File: src/rtl/blfl_ram.sv
// ----------------------------------------------------------------------------
// blfl_ram
// generic single write, single read ram with registered read data
// ----------------------------------------------------------------------------
module blfl_ram #(
    parameter int WIDTH = 8,
    parameter int DEPTH = 256
) (
    input  logic                     clk,
    input  logic                     we,
    input  logic [$clog2(DEPTH)-1:0] waddr,
    input  logic [WIDTH-1:0]         wdata,
    input  logic [$clog2(DEPTH)-1:0] raddr,
    output logic [WIDTH-1:0]         rdata
);

    logic [WIDTH-1:0] mem [DEPTH];

    always_ff @(posedge clk)
    begin
        if (we)
        begin
            mem[waddr] <= wdata;
        end
        rdata <= mem[raddr];
    end

endmodule

File: config.mk
export PLATFORM = sky130hd
export DESIGN_NAME = blfl_ram
export DESIGN_NICKNAME = d
export VERILOG_FILES = /design/src/rtl/blfl_ram.sv
export SDC_FILE = /design/constraint.sdc
export NUM_CORES = 2
export LEC_CHECK = 0
export BUFFER_PORTS_ARGS = -buffer_cell sky130_fd_sc_hd__buf_2
export CAP_MARGIN = 20
export CORE_ASPECT_RATIO = 1.2
export CORE_MARGIN = 4
export CORE_UTILIZATION = 28
export DETAILED_ROUTE_END_ITERATION = 8
export GPL_TIMING_DRIVEN = 0
export PLACE_DENSITY = 0.47
export SYNTH_ARGS = -nofsm -noshare
export SYNTH_HDL_FRONTEND = slang
export SYNTH_SLANG_ARGS = --single-unit
File: constraint.sdc
create_clock -name clk -period 2.4 [get_ports clk]
set_input_delay 0.48 -clock clk [delete_from_list [all_inputs] [get_ports clk]]
set_output_delay 0.48 -clock clk [all_outputs]
set_load 0.05 [all_outputs]
Word level (Yosys, flattened, before mapping). Memories as Yosys holds them, arrays and structs flattened. A register that Yosys moved wholly into a read port is not among the register bits. Cells that the tools add are included. W data, S select, Z words.

Memories kept: 1. Input port bits: 26. Logic and storage cells: 3. Bits in writable memories: 2048. Register bits after elaboration: 0.

Memory list: mem (depth 256, width 8, read ports 1, clocked after memory_dff 1, wr ports 1, line 17) `logic [WIDTH-1:0] mem [DEPTH];`.

Mux-type cells: 2.

Operator list (count): $mux W1 (2).

Depth between registers and ports, before layout.
Depth after elaboration: 2. Gate-level depth with buffers: 11. Depth with buffers taken out: 6.

Least setup slack after synthesis. Ideal clock, no wire load.

Path kind: input port to flip-flop. Start point: input raddr[0]. End point: register rdata[2], read port of mem. Setup time: 0.131 ns. Setup slack: -0.018 ns. Data arrival time: 2.287 ns. Stages on the path: 9. Path buffers: 4. Cells stage by stage: buf_6 > buf_12 > buf_8 > buf_2 > mux4_2 > a22oi_1 > a21oi_1 > nor4_1 > nor4_2.

RTL lines: from (decl) (line 13) `input logic [$clog2(DEPTH)-1:0] raddr,`; to (decl) (line 14) `output logic [WIDTH-1:0] rdata`.

Worst setup path in the final report.
Start point: input waddr[5]. End point: memory mem[107][6], enable pin.

RTL lines: from (decl) (line 11) `input logic [$clog2(DEPTH)-1:0] waddr,`; to (decl) (line 17).

Straight into the memory's write port.

==> metrics.md <==
| Metric | Value |
|---|---|
| Terminus of the critical flop-to-flop path | `rdata[6]$_DFF_P_` |
| Pre-Repair DR Iteration Count | `6` |
| Most common cell after layout, fill and taps aside | `edfxtp_1` |
| Maximum VDD drop | `0.000552 V` |
| Vias per cell | `5.11` |
| Post-DRT Antenna Nets | `0` |
| Critical path required time | `2870 ps` |
| Layout cell share with drive strength beyond 1 | `33.7%` |
| Fmax | `392 MHz` |
| Num CTS Buffers | `208` |
| Top delay family on crit path | `simple AND/OR/NAND/NOR gates` |
| Kind of critical path | `input pin to flip-flop` |
| Status | `finished, violations left` |
| Via count | `40900` |
| GRT met2 Usage | `30.9%` |
| Share of the synthesized area in the top cell type | `77.3%` |
| Final #Nets | `4075` |
| Seq/Total Area, Yosys | `77.5%` |
| Hold_sp | `wdata[7]` |
| Cell Rows | `214` |
| Post-Syn Nets | `3759` |
| Max Slew Vio Count | `0` |
| Cell depth of the worst hold path | `1` |
| CTS Root Cell | `clkbuf_16` |
| H-tree levels | `4` |
| Commonest non-fill, non-tap cells in the layout | `2048 x edfxtp_1, 454 x mux4_2, 216 x clkbuf_16, 132 x mux2i_1, 113 x a22oi_1` |
| Remaining global-route overflow | `0` |
| Seq. cell area | `61700 um2` |
| Clock-pin transition on the worst setup and hold timing paths | `60 ps` |
| Max-cap violations | `0` |
| Hpwl dp | `184 mm` |
| RR Startpoint | `mem[83][6]$_DFFE_PP_` |
| CP Buf/Inv Count | `2` |
| Setup-failing EPs final | `419` |
| Hold Fails Final Rpt | `0` |
| GR Util All Layers | `18.2%` |
| Port buffer count | `26` |
| Slowest stage delay, CP | `610 ps` |
| Worst Setup Start Kind | `input pin` |
| CP Cell Sequence | `buf_2 -> nor2b_2 -> nand2_1 -> clkbuf_1 -> nor2_2` |
| RSZ-0062 raised after global routing | `yes` |
| Asr flop ratio synth | `0%` |
| GRT met1 Usage | `22.1%` |
| Flops & latches, synth | `2056` |
| Placer's final routability congestion estimate | `0.919` |
| Insertion delay to the later sink of the worst-skew pair | `880 ps` |
| Number of synthesized flops with an enable pin | `2048` |
| Slowest CP cell | `nor2_2` |
| Die Span X | `495 um` |
| Die area | `293000 um2` |
| Syn Area/Cell | `21.3 um2` |
| Vias in the first global route | `41400` |
| Core area | `283000 um2` |
| Top cells by area, synth | `edfxtp_1 77%, mux4_2 13%, mux2i_1 1.7%` |
| Worst R2R Setup Slack | `-130 ps` |
| Failing checks | `setup timing` |
| P per Cell Area | `795 nW/um2` |
| Slew headroom | `20.0%` |
| Cell Area, Synth | `79600 um2` |
| Die H | `592 um` |
| Initial Util | `28.1%` |
| Worst slew pin tran | `1200 ps` |
| First-pass GRT wire length | `366 mm` |
| Post-Route Utilization | `33.6%` |
| Worst Clk Skew | `65.7 ps` |
| Top FF cell, synth | `edfxtp_1` |
| Synth Instances | `3733` |
| Final wirelength | `272 mm` |
| Final hold slack | `70.3 ps` |
| Top Usage Layer GRT | `met2` |
| Multi-input logic area | `18700 um2` |
| Place WS | `-2780 ps` |
| Kind of end point of the critical path | `flip-flop` |
| Remaining routing DRC violations | `0` |
| Sink Count | `2056` |
| Setup TNS | `-23600 ps` |
| Count of cell types in the netlist | `55` |
| Filler cell count | `26600` |
| Overall power | `75.6 mW` |
| Average wire per standard cell | `34.0 um` |
| Min setup slack post-route | `-151 ps` |
| Min-Delay Endpoint | `mem[161][7]$_DFFE_PP_` |
| CP max FO | `10` |
| Ports | `34` |
| Max clock buf depth | `4` |
| Data arrival, critical path | `3020 ps` |
| Largest net degree at the start of global routing | `134` |
| Cell taking the most area after synthesis | `edfxtp_1` |
| Leakage | `28.6 nW` |
| CTS tree | `yes` |
| Min-Delay Path Class | `input pin to flip-flop` |
| Met3 usage | `3.19%` |
| Synthesis Warnings | `0` |
| Area delta synth->final | `19.6%` |
| Final Critical Period | `2550 ps` |
| Initial antenna violation count | `26` |
| Final period utilization | `106%` |
| DR iter-0 viols | `5058` |
| Worst reg-to-reg path cell count | `6` |
[worst max path at each step]
stage,from,end,slack (ps),cells after the start
after floorplan,raddr[0],rdata[2]$_DFF_P_,0.4,7
after global placement,raddr[2],rdata[1]$_DFF_P_,-4100,8
after detailed placement,raddr[2],rdata[1]$_DFF_P_,-2780,9
after CTS,raddr[3],rdata[1]$_DFF_P_,-160,8
after global routing,waddr[4],mem[151][1]$_DFFE_PP_,-120,5
final,waddr[5],mem[107][6]$_DFFE_PP_,-150,5
[Yosys cell counts, types with 2 or more instances]
master     instances
nand2_1           33
o21ai_1            2
buf_1             22
o21ai_0           10
buf_2             31
buf_6             21
o221ai_1          46
nor2b_1           31
o22a_1             5
a211oi_1          16
or2_2              4
nor3_1            22
a22o_1             8
nor4_1            24
buf_4             27
nand2b_1           8
nor4_2             3
o211ai_1          10
a31oi_1            2
o32ai_1            4
a2111oi_1          2
edfxtp_1        2048
and3b_1            2
a2111oi_0          2
a221oi_1          13
a311oi_1           2
dfxtp_1            8
clkbuf_1         111
nand3b_1           2
mux4_2           454
buf_12             8
mux4_1             2
and2_1             6
mux2i_1          134
o22ai_1           28
a21oi_1           96
nor2_1           282
nand4_1           10
a22oi_1          133
nand3_1           34
buf_8             13
[final cells by class]
| cell class | instances | area share (%) |
|---|---|---|
| clock buffer | 266 | 5.81 |
| buffer | 229 | 2.50 |
| multi-input combinational | 1442 | 19.6 |
| inverter | 2 | 0.00921 |
| tap | 3780 | 4.97 |
| clock inverter | 103 | 0.752 |
| antenna | 15 | 0.0395 |
| timing repair buffer | 110 | 1.47 |
| sequential | 2056 | 64.8 |
[registers in the layout, summed over array words and instances, names as in the netlist]
register / count
rdata: 8
mem: 2048
[cells by family after synthesis]
kind of cell,share of synthesized area [%]
simple gates,2.63
mux,14.6
flops,77.5
compound gates,3.42
buf+inv,1.83
[routing by layer]
metal  vias up  part of all wire [%]
met5         -                0.0048
met4         2                   6.2
met3       520                   6.6
met2      1764                    50
met1     22300                    37
li1      16400                     -
[power breakdown]
part           internal [mW]  total, mW  switching, mW
registers               39.6       39.6         0.0233
logic                   1.68       5.19           3.52
clock network           16.9       30.8           13.9
[worst reg2reg max path, cell delays in order (launching register included)]
cell and delay (ps):
edfxtp_1 360, mux4_2 500, a22o_4 290, a221oi_4 390
o32ai_4 200, nor3_4 500, nor4_4 180
[metrics by stage]
step                cells  cell area (um2)
floorplan            3733            79600
global route         7994            95100
finish               8003            95100
CTS                  7978            94600
detailed placement   7590            85500
global placement     7539            84400
[what timing repair did]
| action | 4_1_cts | 5_1_grt |
|---|---|---|
| setup endpoints to repair | 1723 | 725 |
| hold buffers | 3 | 0 |
| pin swaps | 36 | 23 |
| resized for setup | 712 | 106 |
| hold endpoints to repair | 20 | 0 |
| setup buffers | 20 | 10 |
No activity file was read; power rests on OpenSTA's default activity.
