`config.mk`:
```
export PLATFORM = sky130hd
export DESIGN_NAME = blfl_rng
export DESIGN_NICKNAME = d
export VERILOG_FILES = /design/src/rtl/blfl_pkg.sv /design/src/rtl/blfl_rng.sv
export SDC_FILE = /design/constraint.sdc
export NUM_CORES = 1
export LEC_CHECK = 0
export BUFFER_PORTS_ARGS = -buffer_cell sky130_fd_sc_hd__buf_4
export CAP_MARGIN = 20
export CORE_ASPECT_RATIO = 0.7
export CORE_MARGIN = 3
export CORE_UTILIZATION = 31
export CTS_CLUSTER_SIZE = 20
export DETAILED_ROUTE_END_ITERATION = 8
export HOLD_SLACK_MARGIN = 0.08
export MAX_ROUTING_LAYER = met4
export PLACE_DENSITY = 0.6
export SETUP_SLACK_MARGIN = 0.05
export SKIP_CTS_REPAIR_TIMING = 1
export SYNTH_ARGS = -nofsm -noshare
export SYNTH_HDL_FRONTEND = slang
export SYNTH_SLANG_ARGS = --single-unit
```
`constraint.sdc`:
```
create_clock -name clk -period 3.34 [get_ports clk]
set_input_delay 0.334 -clock clk [delete_from_list [all_inputs] [get_ports clk]]
set_output_delay 0.334 -clock clk [all_outputs]
set_load 0.02 [all_outputs]
```
`src/rtl/blfl_pkg.sv`:
```
// ----------------------------------------------------------------------------
// blfl_pkg
// shared constants, types and helpers of the binary fact layer learner
// ----------------------------------------------------------------------------
package blfl_pkg;

    localparam int MAX_FEATURES = 64;
    localparam int MAX_FACTS    = 64;
    localparam int LAYER_SLOTS  = 3;
    localparam int ROW_W        = (MAX_FEATURES > MAX_FACTS) ? MAX_FEATURES : MAX_FACTS;
    localparam int STORE_DEPTH  = LAYER_SLOTS * MAX_FACTS * ROW_W;
    localparam int LAY_W        = 2;
    localparam int ROW_IW       = $clog2(MAX_FACTS);
    localparam int COL_IW       = $clog2(ROW_W);
    localparam int ADDR_W       = LAY_W + ROW_IW + COL_IW;
    localparam int CNT_W        = COL_IW + 1;

    localparam logic [1:0] OP_PREDICT = 2'd0;
    localparam logic [1:0] OP_LABEL   = 2'd1;
    localparam logic [1:0] OP_REWARD  = 2'd2;
    localparam logic [1:0] OP_INIT    = 2'd3;

    localparam logic [1:0] REW_GOOD = 2'b01;
    localparam logic [1:0] REW_BAD  = 2'b11;

    localparam logic [2:0] REG_DEPTH_LIMIT   = 3'd0;
    localparam logic [2:0] REG_FEATURE_COUNT = 3'd1;
    localparam logic [2:0] REG_LAYER_COUNT   = 3'd2;
    localparam logic [2:0] REG_LAYER0_SIZE   = 3'd3;
    localparam logic [2:0] REG_LAYER1_SIZE   = 3'd4;
    localparam logic [2:0] REG_LAYER2_SIZE   = 3'd5;
    localparam logic [2:0] REG_SEED          = 3'd6;

    typedef struct packed {
        logic [7:0]  depth_limit;
        logic [1:0]  layers;
        logic [5:0]  rows_m1_2;
        logic [5:0]  rows_m1_1;
        logic [5:0]  rows_m1_0;
        logic [5:0]  inputs_m1_0;
        logic [63:0] seed;
    } cfg_t;

    function automatic logic [5:0] clamp_m1(input logic [6:0] v, input logic [6:0] hi);
        logic [5:0] r;
        if (v == 7'd0)
            r = 6'd0;
        else if (v > hi)
            r = 6'(hi - 7'd1);
        else
            r = 6'(v - 7'd1);
        return r;
    endfunction

    function automatic logic [63:0] xorshift(input logic [63:0] s);
        logic [63:0] t;
        t = s ^ (s << 13);
        t = t ^ (t >> 7);
        t = t ^ (t << 17);
        return t;
    endfunction

    function automatic logic [5:0] scale_pick(input logic [31:0] r, input logic [5:0] max);
        logic [38:0] p;
        p = 39'(r) * 39'({1'b0, max} + 7'd1);
        return p[37:32];
    endfunction

endpackage

```
`src/rtl/blfl_rng.sv`:
```
// ----------------------------------------------------------------------------
// blfl_rng
// xorshift64 generator, loaded from the seed and stepped on request
// ----------------------------------------------------------------------------
module blfl_rng (
    input  logic        clk,
    input  logic        rst_n,
    input  logic        load,
    input  logic [63:0] seed,
    input  logic        step,
    output logic [63:0] nxt
);

    logic [63:0] state_reg;

    assign nxt = blfl_pkg::xorshift(state_reg);

    always_ff @(posedge clk or negedge rst_n)
    begin
        if (!rst_n)
        begin
            state_reg <= 64'd1;
        end
        else if (load)
        begin
            state_reg <= (seed == 64'd0) ? 64'd1 : seed;
        end
        else if (step)
        begin
            state_reg <= nxt;
        end
    end

endmodule

```
# Word-level counts from Yosys, hierarchy flattened
# Index checks and enable logic that the tools add are counted.
[classes]
mux = 3
bitwise_logic = 3
n_reduce_logical = 2
[op_table]
columns = ["cell", "count"]
rows = [
  ["64-bit 2-to-1 mux", 3],
  ["64-bit bitwise XOR", 2],
  ["64-bit logical NOT", 1],
  ["64-bit by 57-bit bitwise XOR with 64-bit output", 1],
  ["2-bit nonzero test", 1],
]
[word_totals]
register_bits = 64
in_bits = 68
output_inout_bits = 64

# Logic depth before layout (Yosys ltp)
[depth]
depth_word = 5
mapped_depth = 6
mapped_depth_nobuf = 5

# Worst setup path after synthesis
# No wires, ideal clock.
[synth_path]
path_type = "register to register"
start = "register state_reg[18]"
end = "register state_reg[28]"
arrival_ps = 1849
required_ps = 3257
setup_slack_ps = 1408
stages_incl_launch_ff = 6
path_cell_list = "dfrtp_1 xor2_1 xor2_1 xor2_1 mux2i_1 o21ai_0"
[synth_between]
elab_chain_len = 5
[synth_lines]
columns = ["element", "line", "text"]
rows = [
  ["from (decl)", "blfl_rng.sv:14", "logic [63:0] state_reg;"],
  ["from (signal assigned)", "blfl_rng.sv:26", "state_reg <= (seed == 64'd0) ? 64'd1 : seed;"],
  ["from (signal assigned)", "blfl_rng.sv:30", "state_reg <= nxt;"],
  ["64-bit bitwise XOR", "blfl_pkg.sv:57", "t = s ^ (s << 13);"],
  ["64-bit by 57-bit bitwise XOR with 64-bit output", "blfl_pkg.sv:58", "t = t ^ (t >> 7);"],
  ["64-bit bitwise XOR", "blfl_pkg.sv:59", "t = t ^ (t << 17);"],
  ["via nxt[28]", "blfl_rng.sv:11", "output logic [63:0] nxt"],
  ["64-bit 2-to-1 mux", "blfl_rng.sv:28", "else if (step)"],
  ["64-bit 2-to-1 mux", "blfl_rng.sv:24", "else if (load)"],
]
# The timed path passes the listed nets, and every way through them passes these cells. The select of a mux whose other input is x is not followed.
# A chain may end at the register's enable or synchronous reset.

# Final worst setup path
[layout_path]
start = "register state_reg[4]"
end = "output port nxt[17]"
[layout_between]
elab_chain_len = 3
[layout_lines]
columns = ["element", "line"]
rows = [
  ["64-bit bitwise XOR", "blfl_pkg.sv:57"],
  ["64-bit by 57-bit bitwise XOR with 64-bit output", "blfl_pkg.sv:58"],
  ["64-bit bitwise XOR", "blfl_pkg.sv:59"],
  ["to (decl)", "blfl_rng.sv:11"],
]
# Every way passes these cells.

==> flow_summary.yaml <==
run_status:
  outcome: "completed"
place:
  dp_slack_ns: 1.22
  port_buffers: 131
  gp_congestion: 0.855
  numPlacedInstances: 795
  place_hpwl_um: 13200
die:
  start_util: 0.326
  die_w_um: 153
  rows: 36
  die_area_sq_um: 16600
  fp.dieH_um: 109
  ios: 132
  coreArea_sq_um: 14300
logic_synthesis:
  netlist.area_leader.share: 0.338
  synthesis.nets: 564
  synth-seq-area-share: 0.343
  yosys_warnings: 0
  ys_seq_elements: 64
  yosys-top-cells-area: "dfrtp_1 (34%), xnor2_1 (26%), mux2i_1 (11%)"
  synth_cells: 496
  synth.distinct_cells: 26
  synth_area_per_cell_sq_um: 9.41
  synth_area_sq_um: 4670
  yosys.area.top_type: "dfrtp_1"
timing:
  hold_viol: 0
  relSlewSlack: 0.410
  fin_crit_ns: 2.55
  fmax_ghz: 0.392
  setup_viol: 0
  fin_crit_sh: 0.764
  final-max-slew-violation-count: 0
  rsz0062_at_grt: "false"
  worst_pin_slew_ns: 0.885
  finClkSkew_ns: 0.00667
  tns_ns: 0
  worst_slack_ns: 0.788
route:
  dr.first_iter.drc_count: 290
  wl_um: 16600
  antenna_left: 0
  drc_errors: 0
  vias_per_cell: 4.99
  routed-via-count: 4047
  post_drt_wl_per_cell_um: 20.5
  dr.pass1.iters: 5
run:
  maxCapViolCount: 0
global_route:
  grt_overflow: 0
  antenna_found_initial: 0
  grt_max_degree: 68
  grt_pass1_vias: 4229
  grtUsageTotal: 0.205
  grt_pass1_wl_um: 25100
worst_setup_path:
  crit_type: "reg2out"
  cp_max_fo: 3
  slowest_stage: "xnor2_1"
  critical_path.cell_chain: "xnor2_1 -> xnor2_1 -> xnor2_1 -> buf_4"
  start_kind: "flip-flop"
  cp-end-kind: "output pin"
  cp_common_cell: "xnor2_1"
  r2r_cells: 5
  slowest_delay_ns: 0.55
  critPathRequiredTime_ns: 3.01
  cp.arrival_ns: 2.22
cells_and_area:
  final_nets: 684
  syn_to_final_growth_pct: 31.8
  drive_above_1_share: 0.245
  nFillCells: 1452
  largest_register_ffs: 64
  stdcell_count: 811
  fin_util: 0.430
  antenna_cells: 0
worst_hold_path:
  min_path_type: "in2async"
clocking:
  clockBufferDepth: 2
  cts_tree: "yes"
  cts_inserted_buffers: 9
  clk_pin_slew_ns: 0.05
  cts_max_level: 3
  clk_latency_ns: 0.34
  cts_sinks: 64
  cts-root-buf: "clkbuf_16"
## cell usage in the layout (no fill, tap or decap), drive strengths merged
cell	n
nand2	70
bufinv	2
dfstp	1
nor3b	1
xnor2	138
a31oi	1
inv	10
xor2	39
xnor3	1
buf	134
nand3	2
clkbuf	14
a21oi	1
o21ai	64
or3b	1
or4	1
nand4	4
mux2i	53
dfrtp	63
nor2	4
xor3	1
nor4	16
## area by class of cell
cell class / instances / area [sq um] / share of cell area
Multi-Input combinational cell: 397 / 2920 / 0.475
Clock inverter: 2 / 60.1 / 0.00976
Inverter: 10 / 37.5 / 0.00610
Sequential cell: 64 / 1600 / 0.260
Clock buffer: 14 / 274 / 0.0445
Tap cell: 190 / 238 / 0.0386
Timing Repair Buffer: 134 / 1020 / 0.166
## cells in the mapped netlist
master / n
nor2_1: 4
or3b_1: 1
inv_1: 10
nand2_1: 70
a21oi_1: 1
dfrtp_1: 63
o21ai_1: 1
buf_2: 2
xor2_1: 39
mux2i_1: 53
xor3_2: 1
a31oi_1: 1
xnor2_4: 1
dfstp_2: 1
nand3_1: 2
xnor2_2: 1
buf_6: 1
clkbuf_1: 18
nand4_1: 4
nor3b_1: 1
buf_1: 4
nor4_1: 16
o21ai_0: 63
xnor2_1: 136
or4_1: 1
xnor3_1: 1
## stage by stage
| stage | hold WS (ns) | cell area, sq um |
|---|---|---|
| global route | 0.180 | 6150 |
| finish | 0.120 | 6150 |
| detailed placement | 0.505 | 5820 |
| global placement | 0.493 | 5820 |
| CTS | 0.151 | 6150 |
| floorplan | 0.0384 | 4670 |
## layer usage
metal  global-route usage  up-vias  share of wire  wire (um)
met2                0.303      119           0.45       7490
met3               0.0500       15          0.045        751
met1                0.286     2023           0.48       8040
met4               0.0470        0          0.020        324
met5                    -        -              0          0
li1                     -     1890              -          -
## cells by family after synthesis
kind of cell | synth area share
AO/OA/AOI/OAI | 0.0710
XOR/XNOR | 0.348
buffers and inverters | 0.0303
flip-flops | 0.343
multiplexers | 0.114
AND/OR/NAND/NOR | 0.0936
## worst max-delay path, delay by kind of cell, from the launching register on
family                    cells  cell delay [ns]
buffers and inverters         1             0.21
DFF                           1             0.45
xor gates and xnor gates      3             1.21
## worst paths after layout
| kind | startpoint | endpoint | slack, ns |
|---|---|---|---|
| hold reg to reg | state_reg[57] | state_reg[57] | 0.59 |
| min in group clk | seed[51] | state_reg[51] | 0.21 |
| max in group asynchronous | rst_n | state_reg[59] | 2.65 |
| hold / removal | rst_n | state_reg[47] | 0.12 |
| setup reg to reg | state_reg[4] | state_reg[17] | 1.28 |
| setup / recovery | state_reg[4] | nxt[17] | 0.79 |
Power is not shown: default switching activity piles up to over one toggle a cycle in this logic, so the estimate is an artifact.
