[src/rtl/blfl_pkg.sv]
// ----------------------------------------------------------------------------
// blfl_pkg
// shared constants, types and helpers of the binary fact layer learner
// ----------------------------------------------------------------------------
package blfl_pkg;

    localparam int MAX_FEATURES = 64;
    localparam int MAX_FACTS    = 64;
    localparam int LAYER_SLOTS  = 3;
    localparam int ROW_W        = (MAX_FEATURES > MAX_FACTS) ? MAX_FEATURES : MAX_FACTS;
    localparam int STORE_DEPTH  = LAYER_SLOTS * MAX_FACTS * ROW_W;
    localparam int LAY_W        = 2;
    localparam int ROW_IW       = $clog2(MAX_FACTS);
    localparam int COL_IW       = $clog2(ROW_W);
    localparam int ADDR_W       = LAY_W + ROW_IW + COL_IW;
    localparam int CNT_W        = COL_IW + 1;

    localparam logic [1:0] OP_PREDICT = 2'd0;
    localparam logic [1:0] OP_LABEL   = 2'd1;
    localparam logic [1:0] OP_REWARD  = 2'd2;
    localparam logic [1:0] OP_INIT    = 2'd3;

    localparam logic [1:0] REW_GOOD = 2'b01;
    localparam logic [1:0] REW_BAD  = 2'b11;

    localparam logic [2:0] REG_DEPTH_LIMIT   = 3'd0;
    localparam logic [2:0] REG_FEATURE_COUNT = 3'd1;
    localparam logic [2:0] REG_LAYER_COUNT   = 3'd2;
    localparam logic [2:0] REG_LAYER0_SIZE   = 3'd3;
    localparam logic [2:0] REG_LAYER1_SIZE   = 3'd4;
    localparam logic [2:0] REG_LAYER2_SIZE   = 3'd5;
    localparam logic [2:0] REG_SEED          = 3'd6;

    typedef struct packed {
        logic [7:0]  depth_limit;
        logic [1:0]  layers;
        logic [5:0]  rows_m1_2;
        logic [5:0]  rows_m1_1;
        logic [5:0]  rows_m1_0;
        logic [5:0]  inputs_m1_0;
        logic [63:0] seed;
    } cfg_t;

    function automatic logic [5:0] clamp_m1(input logic [6:0] v, input logic [6:0] hi);
        logic [5:0] r;
        if (v == 7'd0)
            r = 6'd0;
        else if (v > hi)
            r = 6'(hi - 7'd1);
        else
            r = 6'(v - 7'd1);
        return r;
    endfunction

    function automatic logic [63:0] xorshift(input logic [63:0] s);
        logic [63:0] t;
        t = s ^ (s << 13);
        t = t ^ (t >> 7);
        t = t ^ (t << 17);
        return t;
    endfunction

    function automatic logic [5:0] scale_pick(input logic [31:0] r, input logic [5:0] max);
        logic [38:0] p;
        p = 39'(r) * 39'({1'b0, max} + 7'd1);
        return p[37:32];
    endfunction

endpackage

[src/rtl/blfl_cfg.sv]
// ----------------------------------------------------------------------------
// blfl_cfg
// apb register file with clamped size views for the sequencer
// ----------------------------------------------------------------------------
module blfl_cfg (
    input  logic               clk,
    input  logic               rst_n,
    input  logic               psel,
    input  logic               penable,
    input  logic               pwrite,
    input  logic [5:0]         paddr,
    input  logic [63:0]        pwdata,
    output logic [63:0]        prdata,
    output logic               pready,
    output blfl_pkg::cfg_t     cfg
);

    logic [7:0]  depth_limit_reg;
    logic [6:0]  feature_count_reg;
    logic [1:0]  layer_count_reg;
    logic [6:0]  layer0_size_reg;
    logic [6:0]  layer1_size_reg;
    logic [6:0]  layer2_size_reg;
    logic [63:0] seed_reg;
    logic [2:0]  idx;
    logic        wr;

    assign pready = 1'b1;
    assign idx    = paddr[5:3];
    assign wr     = psel && penable && pwrite && pready;

    always_ff @(posedge clk or negedge rst_n)
    begin
        if (!rst_n)
        begin
            depth_limit_reg   <= 8'd8;
            feature_count_reg <= 7'd64;
            layer_count_reg   <= 2'd3;
            layer0_size_reg   <= 7'd64;
            layer1_size_reg   <= 7'd64;
            layer2_size_reg   <= 7'd16;
            seed_reg          <= 64'd1;
        end
        else if (wr)
        begin
            case (idx)
                blfl_pkg::REG_DEPTH_LIMIT:   depth_limit_reg   <= pwdata[7:0];
                blfl_pkg::REG_FEATURE_COUNT: feature_count_reg <= pwdata[6:0];
                blfl_pkg::REG_LAYER_COUNT:   layer_count_reg   <= pwdata[1:0];
                blfl_pkg::REG_LAYER0_SIZE:   layer0_size_reg   <= pwdata[6:0];
                blfl_pkg::REG_LAYER1_SIZE:   layer1_size_reg   <= pwdata[6:0];
                blfl_pkg::REG_LAYER2_SIZE:   layer2_size_reg   <= pwdata[6:0];
                blfl_pkg::REG_SEED:          seed_reg          <= pwdata;
                default: ;
            endcase
        end
    end

    always_comb
    begin
        case (idx)
            blfl_pkg::REG_DEPTH_LIMIT:   prdata = {56'd0, depth_limit_reg};
            blfl_pkg::REG_FEATURE_COUNT: prdata = {57'd0, feature_count_reg};
            blfl_pkg::REG_LAYER_COUNT:   prdata = {62'd0, layer_count_reg};
            blfl_pkg::REG_LAYER0_SIZE:   prdata = {57'd0, layer0_size_reg};
            blfl_pkg::REG_LAYER1_SIZE:   prdata = {57'd0, layer1_size_reg};
            blfl_pkg::REG_LAYER2_SIZE:   prdata = {57'd0, layer2_size_reg};
            blfl_pkg::REG_SEED:          prdata = seed_reg;
            default:                     prdata = 64'd0;
        endcase
    end

    always_comb
    begin
        cfg.depth_limit = depth_limit_reg;
        cfg.layers      = (layer_count_reg == 2'd0) ? 2'd1 : layer_count_reg;
        cfg.inputs_m1_0 = blfl_pkg::clamp_m1(feature_count_reg, 7'(blfl_pkg::MAX_FEATURES));
        cfg.rows_m1_0   = blfl_pkg::clamp_m1(layer0_size_reg, 7'(blfl_pkg::MAX_FACTS));
        cfg.rows_m1_1   = blfl_pkg::clamp_m1(layer1_size_reg, 7'(blfl_pkg::MAX_FACTS));
        cfg.rows_m1_2   = blfl_pkg::clamp_m1(layer2_size_reg, 7'(blfl_pkg::MAX_FACTS));
        cfg.seed        = seed_reg;
    end

endmodule

[config.mk]
export PLATFORM = sky130hd
export DESIGN_NAME = blfl_cfg
export DESIGN_NICKNAME = d
export VERILOG_FILES = /design/src/rtl/blfl_pkg.sv /design/src/rtl/blfl_cfg.sv
export SDC_FILE = /design/constraint.sdc
export NUM_CORES = 1
export LEC_CHECK = 0
export BUFFER_PORTS_ARGS = -buffer_cell sky130_fd_sc_hd__buf_2
export CORE_UTILIZATION = 43
export CTS_CLUSTER_SIZE = 28
export DETAILED_ROUTE_END_ITERATION = 7
export PLACE_DENSITY = 0.81
export SYNTH_ARGS = -nofsm -noshare
export SYNTH_HDL_FRONTEND = slang
export SYNTH_SLANG_ARGS = --single-unit
[constraint.sdc]
create_clock -name clk -period 2.1 [get_ports clk]
set_clock_uncertainty 0.2 [all_clocks]
set_input_delay 0.315 -clock clk [delete_from_list [all_inputs] [get_ports clk]]
set_output_delay 0.315 -clock clk [all_outputs]
set_load 0.01 [all_outputs]
# == After elaboration in Yosys (flattened, before gate mapping) ==
# Index checks and enable logic that the tools add are counted.
# word_totals
reg_bits,102
inputBits,75
# classes
add_sub_neg,4
order_cmp,4
mux,10
n_reduce_logical,15
eq_ne,6
# ops
op,count
case mux 64 bit (7 select lines),1
2-to-1 mux 6 bit,8
greater-than comparator 7 bit (second input constant),4
zero test 7 bit,4
subtractor 6 x 1 -> 6 bit (second input constant),4
AND reduction 2 bit,7
equality test 3 bit (second input constant),3
equality test 3 x 2 -> 1 bit (second input constant),2
equality test 3 x 1 -> 1 bit (second input constant),1
zero test 3 bit,1
logical AND 1 bit,2
zero test 2 bit,1
2-to-1 mux 2 bit,1

# == Longest topological paths before layout ==
# logic_depth
word_depth,3
mapped_depth,5

# == Least setup slack after synthesis ==
# Ideal clock, no wire load.
# synth_path
path_kind,reg2out
start,reg layer0_size_reg[0]
end,out cfg[70] (netlist name)
path_buffers,0
stages_incl_launch_ff,6
slack_ps,-93
t_arrival_ps,1678
t_required_ps,1585
path_cell_list,dfrtp_1 -> inv_1 -> ha_1 -> or4b_4 -> or2_4 -> maj3_2
# synth_lines
element,line_no,source
from (decl),blfl_cfg.sv:21,logic [6:0] layer0_size_reg;
from (signal assigned),blfl_cfg.sv:50,blfl_pkg::REG_LAYER0_SIZE: layer0_size_reg <= pwdata[6:0];
to (decl),blfl_cfg.sv:15,output blfl_pkg::cfg_t cfg

==> insert_results.sql <==
INSERT INTO impl_metrics (metric_group, metric, value, unit) VALUES
('synth', 'post_synth_instance_area', '5420', 'um2'),
('power_and_ir_drop', 'powerDensity', '924', 'nW/um2'),
('placed_design', 'place.port_buffers', '233', ''),
('clock_network', 'cts_tree', 'yes', ''),
('job', 'max_cap_violations', '0', ''),
('setup_path', 'timing.critical_path.cells', 'inv_2 > ha_4 > or4b_4 > or2_4 > maj3_2 > buf_6', ''),
('setup_path', 'timing.setup.critical_path_class', 'reg -> out', ''),
('setup_path', 'r2r_cells', '4', ''),
('cells_and_area', 'layout.core_utilization', '67.6', '%'),
('grt', 'antenna_found_initial', '0', ''),
('setup_path', 'critical_path.top_delay_family', 'simple AND/OR/NAND/NOR gates', ''),
('grt', 'grt_start_max_net_pins', '59', ''),
('sta', 'drv_slew', '0', ''),
('die', 'placementRows', '40', ''),
('setup_path', 'crit-reg2reg-capture', 'layer2_size_reg[1]', ''),
('cells_and_area', 'final_layout_size_suffix_gt1_share', '65.2', '%'),
('setup_path', 'crit_required', '1.58', 'ns'),
('run_status', 'outcome', 'finished with violations', ''),
('sta', 'fmaxAchievable', '0.381', 'GHz'),
('drt', 'drt_first_pass_iters', '5', ''),
('setup_path', 'setup.worst_path.start_class', 'flip-flop', ''),
('clock_network', 'cts.root.buffer_cell', 'sky130_fd_sc_hd__clkbuf_16', ''),
('die', 'core_region_area', '12200', 'um2'),
('synth', 'postSynthAreaPerCell', '11.7', 'um2'),
('sta', 'post-route-period-util', '125', '%'),
('power_and_ir_drop', 'max-vdd-ir-drop', '0.450', 'mV'),
('synth', 'async_reset_ff_share', '100', '%'),
('drt', 'drt_iter0_drc', '407', ''),
('cells_and_area', 'layout.nets', '849', ''),
('clock_network', 'clk_path_buf_depth', '2', ''),
('setup_path', 'reg2reg_from', 'layer2_size_reg[1]', ''),
('synth', 'ys_types', '48', ''),
('drt', 'detail_route.wirelength', '18300', 'um'),
('drt', 'wire_per_inst', '19.5', 'um'),
('clock_network', 'path_clk_slew', '0.07', 'ns'),
('cells_and_area', 'num-fill-cells', '832', ''),
('clock_network', 'worstSkewPairLatency', '0.33', 'ns'),
('synth', 'synth-warning-count', '0', ''),
('setup_path', 'number_of_buffers_and_inverters_on_the_critical_path', '2', ''),
('cells_and_area', 'insertedDiodeCount', '0', ''),
('setup_path', 'end_kind', 'output port', ''),
('die', 'die_area', '13100', 'um2'),
('run_status', 'violations', 'setup timing', ''),
('die', 'die_y', '114', 'um'),
('sta', 'layout_min_cycle_time', '2.63', 'ns'),
('cells_and_area', 'area.growth.synth_to_final', '51.7', '%'),
('grt', 'number_of_global_route_vias_before_repair', '5074', ''),
('sta', 'rsz_0062_raised_after_global_routing', 'true', ''),
('worst_hold_path', 'holdCritStartpoint', 'pwdata[9]', ''),
('cells_and_area', 'fin_area', '8230', 'um2'),
('grt', 'grt_first_pass_wirelength', '27200', 'um'),
('cells_and_area', 'multi_input_area', '3050', 'um2'),
('worst_hold_path', 'hold_end', 'seed_reg[9]', ''),
('drt', 'post-route-drc-count', '0', ''),
('setup_path', 'timing.critical_path.arrival', '2.11', 'ns'),
('setup_path', 'worst-r2r-setup-slack', '0.72', 'ns'),
('die', 'die_x', '114', 'um'),
('cells_and_area', 'ff_latch_area', '2560', 'um2'),
('synth', 'synth_seq_cells', '102', ''),
('drt', 'routed-via-count', '5220', ''),
('synth', 'synth.net_count', '547', ''),
('sta', 'setup_ws', '-0.527', 'ns'),
('power_and_ir_drop', 'static-leakage-power', '4.25', 'nW'),
('clock_network', 'cts_buffers', '9', ''),
('die', 'floorplan.io_pins', '238', ''),
('drt', 'remaining_antenna_violation_count_after_routing', '0', ''),
('clock_network', 'htreeDepth', '3', ''),
('synth', 'post_synthesis_cells', '464', ''),
('synth', 'synth_top_flop_cell', 'sky130_fd_sc_hd__dfrtp_1', ''),
('sta', 'setup_viol_count_final', '27', ''),
('die', 'start_util', '44.6', '%');
-- cells in the final DEF (no fill, tap or decap), types with 9 or more instances in the layout --
cell type,n
sky130_fd_sc_hd__nor2_1,9
sky130_fd_sc_hd__mux2_2,104
sky130_fd_sc_hd__buf_6,12
sky130_fd_sc_hd__a21oi_1,9
sky130_fd_sc_hd__dfrtp_1,93
sky130_fd_sc_hd__buf_4,41
sky130_fd_sc_hd__buf_2,230
sky130_fd_sc_hd__dlygate4sd3_1,35
sky130_fd_sc_hd__and3_1,56
sky130_fd_sc_hd__clkbuf_16,9
-- kinds of logic (layout without fill, tap and decap cells) --
family                     after synthesis  count (layout)  synth area share (%)
AOI/OAI and AO/OA                       57              57                  6.71
xor gates and xnor gates                 9               9                  1.45
adders and majority gates               10              10                  2.26
buffers and inverters                   45             352                  4.24
DFF                                    102             102                  47.2
muxes                                  114             114                  24.2
other                                    1               1                0.0691
and+or+nand+nor                        126             126                  13.8
-- metrics by stage --
stage	cells	power, mW	hold WS [ns]
2_1_floorplan	464	4.05	-0.181
3_3_place_gp	868	5.03	0.0349
3_5_place_dp	868	5.16	0.0404
4_1_cts	935	7.32	0.0000617
5_1_grt	939	7.96	0.00271
6_report	939	7.60	0.00909
-- cell type report --
class	instances	area share, %
multi-input cells	317	37.0
flip-flops and latches	102	31.2
repair buffers	324	24.9
clock buffers	9	2.74
clock inverters	7	0.958
well taps	168	2.56
inverters	12	0.608
-- metal layers --
layer	track usage [%]	wire, um	vias up
li1	-	-	2300
met1	32.1	6890	2580
met2	47.5	9520	285
met3	5.13	1200	55
met4	14.2	657	0
met5	0	0	-
-- cells in the mapped netlist (all sizes together) (12+ instances only) --
library cell | instances | area, um2
a21oi | 17 | 85.1
and3 | 56 | 350
buf | 14 | 114
clkbuf | 19 | 71.3
dfrtp | 94 | 2350
inv | 12 | 45.0
mux2 | 108 | 1220
nor2 | 16 | 62.6
nor3 | 18 | 90.1
o21ai | 13 | 65.1
-- worst reg2reg max path, cell delays in order, from the launching register on --
cell and delay [ns]:
sky130_fd_sc_hd__dfrtp_1 0.40, sky130_fd_sc_hd__buf_4 0.14, sky130_fd_sc_hd__buf_6 0.11, sky130_fd_sc_hd__buf_4 0.16
sky130_fd_sc_hd__mux2_2 0.26
-- power by group --
group	switching, mW	internal, mW	total (mW)
Sequential	0.374	2.37	2.75
Clock	0.780	0.940	1.72
Combinational	1.57	1.57	3.13
-- worst max-delay path by stage --
stage	end	cells after the start
after global routing	cfg[71]	6
after floorplan	cfg[70]	5
after CTS	cfg[71]	6
after global placement	cfg[70]	6
final	cfg[71]	6
after detailed placement	cfg[71]	6
-- what timing repair did --
item                                    CTS  global route
buffers inserted                         18             4
pin swaps                                24            18
endpoints found under the setup margin   30            51
hold buffers                             34             1
endpoints found under the hold margin    54             1
gates resized for setup                  78            43
Note: power is estimated with default switching activity, not from simulation.
